**src/ptfr_pkg.sv**
```systemverilog
// ----------------------------------------------------------------------------
// ptfr_pkg
// Types and constants shared by the frequency page table blocks.
// ----------------------------------------------------------------------------
package ptfr_pkg;

  localparam int PAGE_W  = 20;
  localparam int FRAME_W = 6;
  localparam int CNT_W   = 32;
  localparam int CFG_W   = 7;

  localparam logic [1:0] REG_POLICY   = 2'd0;
  localparam logic [1:0] REG_CAPACITY = 2'd1;
  localparam logic [1:0] REG_FRAMES   = 2'd2;

  localparam logic POLICY_MFU = 1'b0;
  localparam logic POLICY_LFU = 1'b1;

  typedef struct packed {
    logic [PAGE_W-1:0] page_number;
    logic              is_write;
  } req_t;

  typedef struct packed {
    logic               hit;
    logic               fault;
    logic [FRAME_W-1:0] frame;
    logic               evicted;
    logic [PAGE_W-1:0]  evicted_page;
    logic               evicted_dirty;
    logic               no_frame;
    logic [CNT_W-1:0]   fault_total;
    logic [CNT_W-1:0]   dirty_write_total;
    logic [CNT_W-1:0]   table_access_total;
  } rsp_t;

  typedef enum logic [2:0] {
    ST_IDLE,
    ST_LOOK,
    ST_FRAME,
    ST_VICT,
    ST_DONE
  } state_t;

  function automatic logic [CNT_W-1:0] sat_inc(input logic [CNT_W-1:0] v);
    return (v == '1) ? v : v + 1'b1;
  endfunction

endpackage

```
**src/ptfr_cell.sv**
```systemverilog
// ----------------------------------------------------------------------------
// ptfr_cell
// One table entry in the rotating entry ring.
// ----------------------------------------------------------------------------
module ptfr_cell
  import ptfr_pkg::*;
#(
  parameter int PW = 20,
  parameter int FW = 10
) (
  input  logic          clk,
  input  logic          shift,
  input  logic          load,
  input  logic [PW-1:0] page_in,
  input  logic [FW-1:0] frame_in,
  input  logic          dirty_in,
  input  logic [CNT_W-1:0] count_in,
  output logic [PW-1:0] page,
  output logic [FW-1:0] frame,
  output logic          dirty,
  output logic [CNT_W-1:0] count
);

  always_ff @(posedge clk) begin
    if (shift || load) begin
      page  <= page_in;
      frame <= frame_in;
      dirty <= dirty_in;
      count <= count_in;
    end
  end

endmodule

```
**config.mk**
```make
export PLATFORM = sky130hd
export DESIGN_NAME = ptfr_cell
export DESIGN_NICKNAME = d
export VERILOG_FILES = /design/src/ptfr_pkg.sv /design/src/ptfr_cell.sv
export SDC_FILE = /design/constraint.sdc
export NUM_CORES = 1
export LEC_CHECK = 0
export BUFFER_PORTS_ARGS = -buffer_cell sky130_fd_sc_hd__buf_2
export CAP_MARGIN = 25
export CORE_ASPECT_RATIO = 0.75
export CORE_MARGIN = 2
export CORE_UTILIZATION = 38
export CTS_CLUSTER_DIAMETER = 120
export CTS_CLUSTER_SIZE = 40
export DETAILED_ROUTE_END_ITERATION = 6
export PLACE_DENSITY = 0.74
export RECOVER_POWER = 50
export SKIP_LAST_GASP = 1
export SYNTH_ARGS = -nofsm -noshare
export SYNTH_HDL_FRONTEND = slang
export SYNTH_SLANG_ARGS = --single-unit
```
**constraint.sdc**
```tcl
create_clock -name clk -period 2.59 [get_ports clk]
set_clock_uncertainty 0.2 [all_clocks]
set_input_delay 0.3885 -clock clk [delete_from_list [all_inputs] [get_ports clk]]
set_output_delay 0.3885 -clock clk [all_outputs]
set_load 0.02 [all_outputs]
```
# Yosys cells after proc, flatten, opt, wreduce, memory -nomap -nowiden
# Index checks and enable logic that the tools add are counted.
[word_totals]
word_cells = 5
ram_bits = 0
n_memories = 0
rom_bits = 0
output_inout_bits = 63
input_bits = 66
ff_bits = 63
latch_bits = 0
[op_classes]
n_shift = 0
bitwise = 0
n_div = 0
order_cmp = 0
n_reduce_logical = 1
muxes = 0
add_sub_neg = 0
n_eq_ne = 0
n_mul = 0
[ops]
columns = ["op", "count"]
rows = [
  ["$logic_or 1x1->1", 1],
]

# Longest topological paths before layout
# Gate-level depths: netlist of run 1.
[depth]
depth_word = 1
depth_mapped = 1
mapped_depth_nobuf = 1

# Least setup slack after synthesis of run 1
# Ideal clock, no wire load.
[synth_timing]
kind = "input -> register"
from = "input port shift"
to = "register count[0] (enable)"
n_path_buf = 0
required_ns = 1.965
setup_ns = 0.425
cell_stages = 1
path_slack_ns = 0.168
t_arrival_ns = 1.797
path_cell_list = "or2_1"
[synth_via]
elab_chain_cells = 1
[synth_lines]
columns = ["item", "line_no", "rtl"]
rows = [
  ["start: declaration", "ptfr_cell.sv:12", "input logic shift,"],
  ["$logic_or 1x1->1", "ptfr_cell.sv:25", "if (shift || load) begin"],
  ["end signal: assignment", "ptfr_cell.sv:29", "count <= count_in;"],
  ["end: declaration", "ptfr_cell.sv:21", "output logic [CNT_W-1:0] count"],
]
# Every way passes these cells.
# A chain may end at the register's enable or synchronous reset.

# Worst setup path after layout of run 1
[layout_timing]
from = "input port load"
to = "register count[20] (enable)"
[layout_via]
elab_chain_cells = 1
[layout_lines]
columns = ["item", "line_no", "rtl"]
rows = [
  ["start: declaration", "ptfr_cell.sv:13", "input logic load,"],
  ["$logic_or 1x1->1", "ptfr_cell.sv:25", ""],
]
# Every way passes these cells.

==> impl_metrics.csv, run 1 <==
group,metric,value,unit
setup_path,worst-path-buf-inv,2,
detailed_routing,dr.pass1.iters,4,
global_routing,grt.total_usage,14.1,%
setup_path,cp_cell_sequence,"buf_2 -> or2_1 -> buf_12",
clock_tree,numCtsBuffers,9,
floorplanning,ios,129,
worst_hold_path,hp-class,"primary input to flip-flop",
clock_tree,cts_tree,"built",
sta,min_period,1.85,ns
final_layout,finalNonFillerCells,268,
global_routing,grt_max_degree,38,
detailed_routing,remaining_drc_errors,0,
setup_path,arrival,1.66,ns
power_and_ir_drop,powerDensity,815,nW/um^2
synthesis,synth_cell_types,2,
detailed_routing,finalWirelength,3680,microns
floorplanning,die_h,65.2,microns
clock_tree,cts_resized,0,
clock_tree,cts_setup_buffers,0,
worst_hold_path,hold_path.startpoint,"count_in[29]",
setup_path,worstSetupEndpointType,"flip-flop",
final_layout,num-nets-final,270,
power_and_ir_drop,leakagePower,0.00123,uW
global_routing,antenna_found_initial,0,
sta,slew_headroom,23.3,%
final_layout,design_area,2810,sq um
synthesis,postSynthAreaPerCell,29.7,sq um
setup_path,crit_family,"simple AND/OR/NAND/NOR gates",
setup_path,worstPathRequired,2.41,ns
setup_path,crit_type,"primary input to flip-flop",
clock_tree,root_buffer,"clkbuf_8",
synthesis,ys_seq_elements,63,
floorplanning,die_area,5580,sq um
job,cap_violations,0,
floorplanning,dieWidth,85.6,microns
final_layout,area_delta_synth_final,47.9,%
clock_tree,clock_sinks,63,
final_layout,drive_above_1_share,65.9,%
setup_path,crit_fanout,37,
sta,finalSetupViolCount,0,
sta,rsz0062_at_grt,"no",
synthesis,synth_cells,64,
synthesis,yosysWarnings,0,
place,placed_cells,253,
floorplanning,rows,22,
clock_tree,cts_buffer_depth,2,
outcome,status,"finished, final reports clean",
clock_tree,path_clk_slew,0.07,ns
floorplanning,core_area,4840,sq um
detailed_routing,final_antenna_net_count,0,
place,dpl_cell_area,2630,sq um
global_routing,grt_pass1_wl,5570,microns
global_routing,gr-total-overflow,0,
synthesis,synth.cell_area,1900,sq um
synthesis,ys_seq_area_share,99.7,%
global_routing,grt_pass1_vias,1166,
sta,tightest_slew,1.15,ns
final_layout,n_antenna_cell,0,
place,io_buffers,128,
clock_tree,postCtsHoldBufs,0,
worst_hold_path,whs_path_depth,1,
setup_path,crit_path_top_delay_cell,"or2_1",
place,gp_congestion,0.688,
worst_hold_path,min_to,"count[29]",
sta,hold_viol_final,0,
detailed_routing,vias,1143,
sta,tns,0,ns
power_and_ir_drop,peakVddDrop,519,uV
synthesis,synthesis.nets,130,
detailed_routing,routedWlPerCell,13.7,microns
clock_tree,h-tree-depth,3,
sta,maxSlewViolCount,0,
detailed_routing,avgViaCountPerCell,4.26,
floorplanning,initial_utilization,39.2,%
setup_path,startpoint_type,"primary input",
sta,post-route-period-util,71.3,%
sta,clock.fmax,542,MHz
setup_path,slowest_delay,0.85,ns
detailed_routing,drt_iter0_drc,50,
-- final cells by class --
| type | instances | area (sq um) |
|---|---|---|
| clock buffer | 11 | 131 |
| clock inverter | 4 | 47.5 |
| fill | 393 | 2040 |
| multi-input combinational | 1 | 6.26 |
| sequential | 63 | 1890 |
| tap | 60 | 75.1 |
| timing repair buffer | 129 | 654 |
-- synth_stat cells (all sizes together) --
cell	count	area [sq um]
edfxtp	63	1890
or2	1	6.26
-- worst max path at each step --
stage | from | to | slack (ns) | cells after the start
2_1_floorplan | shift | count[0] | 0.17 | 1
6_report | load | count[20] | 0.74 | 3
3_3_place_gp | shift | count[18] | 0.76 | 3
3_5_place_dp | shift | count[12] | 0.74 | 3
5_1_grt | shift | page[19] | 0.60 | 3
4_1_cts | load | page[8] | 1.08 | 3
-- sequential cells by signal, summed over array words and instances, names as in the netlist --
name   flops
dirty      1
frame     10
page      20
count     32
-- power breakdown --
part	internal [uW]	leakage, uW	switching [uW]
sequential	1220	0.000642	20.5
clock	436	0.0000892	329
combinational	94.4	0.000502	181
-- logic make-up after synthesis --
| family | Yosys count | share of synthesized area, % |
|---|---|---|
| simple gates | 1 | 0.330 |
| flops | 63 | 99.7 |
-- metal layers --
layer  part of all wire (%)  vias to the layer above  GRT usage, %
met5                      0                        -             0
met4                    1.1                        0          7.14
met3                     14                        7          9.30
met2                     52                       71          23.3
met1                     33                      527          13.3
li1                       -                      538             -
-- placed cells by master (no fill, tap or decap), drive strengths merged --
| master | Yosys | final |
|---|---|---|
| clkinv | 0 | 2 |
| buf | 0 | 124 |
| or2 | 1 | 1 |
| bufinv | 0 | 1 |
| clkbuf | 0 | 16 |
| clkinvlp | 0 | 1 |
| edfxtp | 63 | 63 |
-- metrics by stage --
| stage | power (uW) | util [%] | worst slack, ns | hold slack [ns] |
|---|---|---|---|---|
| 2_1_floorplan | 1410 | - | 0.168 | 0.287 |
| 3_3_place_gp | 1540 | 54.4 | 0.760 | 0.364 |
| 3_5_place_dp | 1550 | 54.4 | 0.740 | 0.367 |
| 4_1_cts | 2320 | 58.1 | 1.08 | 0.0167 |
| 5_1_grt | 2380 | 57.9 | 0.603 | 0.0102 |
| 6_report | 2290 | 57.9 | 0.744 | 0.0370 |
Note: power is estimated with default switching activity, not from simulation.
==> run 2: changes to the inputs <==
==> constraint.sdc (replaced) <==
create_clock -name clk -period 1.83 [get_ports clk]
set_clock_uncertainty 0.2 [all_clocks]
set_input_delay 0.2745 -clock clk [delete_from_list [all_inputs] [get_ports clk]]
set_output_delay 0.2745 -clock clk [all_outputs]
set_load 0.02 [all_outputs]
==> impl_metrics.csv, run 2 (synthesis gave the netlist of run 1 again) <==
group,metric,value,unit
outcome,status,"finished, final reports clean",
sta,hold_viol_final,0,
sta,min_period,1.50,ns
sta,maxSlewViolCount,0,
power_and_ir_drop,peakVddDrop,922,uV
sta,tns,0,ns
floorplanning,ios,129,
clock_tree,cts_tree,"built",
place,place_ws,0.401,ns
power_and_ir_drop,leakagePower,0.00151,uW
detailed_routing,drt_iter0_drc,75,
final_layout,drive_above_1_share,52.2,%
floorplanning,die_area,5580,sq um
global_routing,grt.total_usage,20.5,%
sta,clock.fmax,666,MHz
setup_path,worstPathRequired,1.55,ns
sta,worst_slack,0.327,ns
worst_hold_path,hp-class,"primary input to flip-flop",
sta,post-route-period-util,82.1,%
floorplanning,core_area,4840,sq um
detailed_routing,routedWlPerCell,16.3,microns
clock_tree,numCtsBuffers,9,
final_layout,final_cell_mix,"buf_2 (125), edfxtp_1 (63), dlygate4sd3_1 (63), clkbuf_8 (9), clkbuf_1 (3)",
detailed_routing,avgViaCountPerCell,4.33,
place,dp_hpwl,2770,microns
setup_path,startpoint_type,"primary input",
sta,finalSetupViolCount,0,
job,cap_violations,0,
final_layout,n_antenna_cell,0,
setup_path,crit_type,"primary input to flip-flop",
floorplanning,die_h,65.2,microns
place,gp_congestion,0.633,
clock_tree,root_buffer,"clkbuf_8",
final_layout,final_common_cell,"buf_2",
clock_tree,cts_buffer_depth,2,
final_layout,largest_reg_flops,32,
power_and_ir_drop,p_total,3550,uW
final_layout,regMostFlops,"count",
floorplanning,rows,22,
clock_tree,h-tree-depth,3,
detailed_routing,final_antenna_net_count,0,
final_layout,num-nets-final,333,
clock_tree,path_clk_slew,0.07,ns
sta,tightest_slew,0.801,ns
setup_path,worstSetupEndpointType,"flip-flop",
global_routing,grt_max_degree,62,
final_layout,area_delta_synth_final,82.4,%
floorplanning,initial_utilization,39.2,%
final_layout,multiInputGateArea,6.26,sq um
detailed_routing,vias,1437,
clock_tree,clock_sinks,63,
global_routing,antenna_found_initial,0,
sta,slew_headroom,46.6,%
sta,rsz0062_at_grt,"no",
setup_path,arrival,1.22,ns
clock_tree,cts_resized,0,
global_routing,grt_pass1_vias,1584,
floorplanning,dieWidth,85.6,microns
global_routing,gr-total-overflow,0,
power_and_ir_drop,powerDensity,1030,nW/um^2
global_routing,grt_pass1_wl,8050,microns
place,io_buffers,128,
detailed_routing,finalWirelength,5420,microns
setup_path,crit_fanout,61,
final_layout,nFillCells,310,
detailed_routing,remaining_drc_errors,0,
detailed_routing,dr.pass1.iters,4,
final_layout,reg_top3,"count x32, page x20, frame x10",
final_layout,regArea,1890,sq um
-- run 2: cell types whose count changed in the layout (fill, tap and decap cells not counted), sizes merged --
cell	previous run	this run
dlygate4sd3	0	63
clkbuf	16	14
buf	124	125
bufinv	1	2
clkinv	2	3
-- run 2: worst max-delay path: stages --
cell	delay, ns
buf_2	0.10
or2_2	0.32
clkbuf_4	0.50
-- run 2: repair_timing --
| item | in CTS | in global routing |
|---|---|---|
| hold endpoints to repair | 63 | 0 |
| hold buffers | 63 | 0 |
| setup buffers | 0 | 0 |
-- run 2: metal layers --
metal  global-route usage [%]  vias to the layer above  wire length (microns)
met5                        0                        -                      0
met3                     10.8                       13                    596
met2                     35.6                       87                   2880
li1                         -                      664                      -
met4                     7.74                        0                    102
met1                     21.0                      673                   1840
-- run 2: worst paths after layout --
path | start | to | slack [ns] | cells past startpoint
setup / recovery | load | count[27] | 0.33 | 3
hold / removal | shift | count[13] | 0.07 | 2
-- run 2: per-stage QoR --
| stage | std cells | hold slack (ns) | instance area (sq um) | util, % |
|---|---|---|---|---|
| after floorplan | 64 | 0.173 | 1900 | - |
| after global placement | 253 | 0.251 | 2630 | 54.4 |
| after detailed placement | 253 | 0.253 | 2630 | 54.4 |
| after CTS | 332 | 0.0868 | 3480 | 71.8 |
| after global routing | 332 | 0.0641 | 3460 | 71.5 |
| final | 332 | 0.0695 | 3460 | 71.5 |
-- run 2: power breakdown --
| part | internal (uW) | leakage [uW] | switching (uW) |
|---|---|---|---|
| clock network | 762 | 0.000104 | 515 |
| logic | 221 | 0.000768 | 287 |
| registers | 1730 | 0.000642 | 35.2 |
-- run 2: cell type report --
| type | instances | area share, % |
|---|---|---|
| Clock buffer | 10 | 3.69 |
| Clock inverter | 6 | 2.46 |
| Multi-Input combinational cell | 1 | 0.181 |
| Sequential cell | 63 | 54.6 |
| Tap cell | 60 | 2.17 |
| Timing Repair Buffer | 192 | 36.9 |
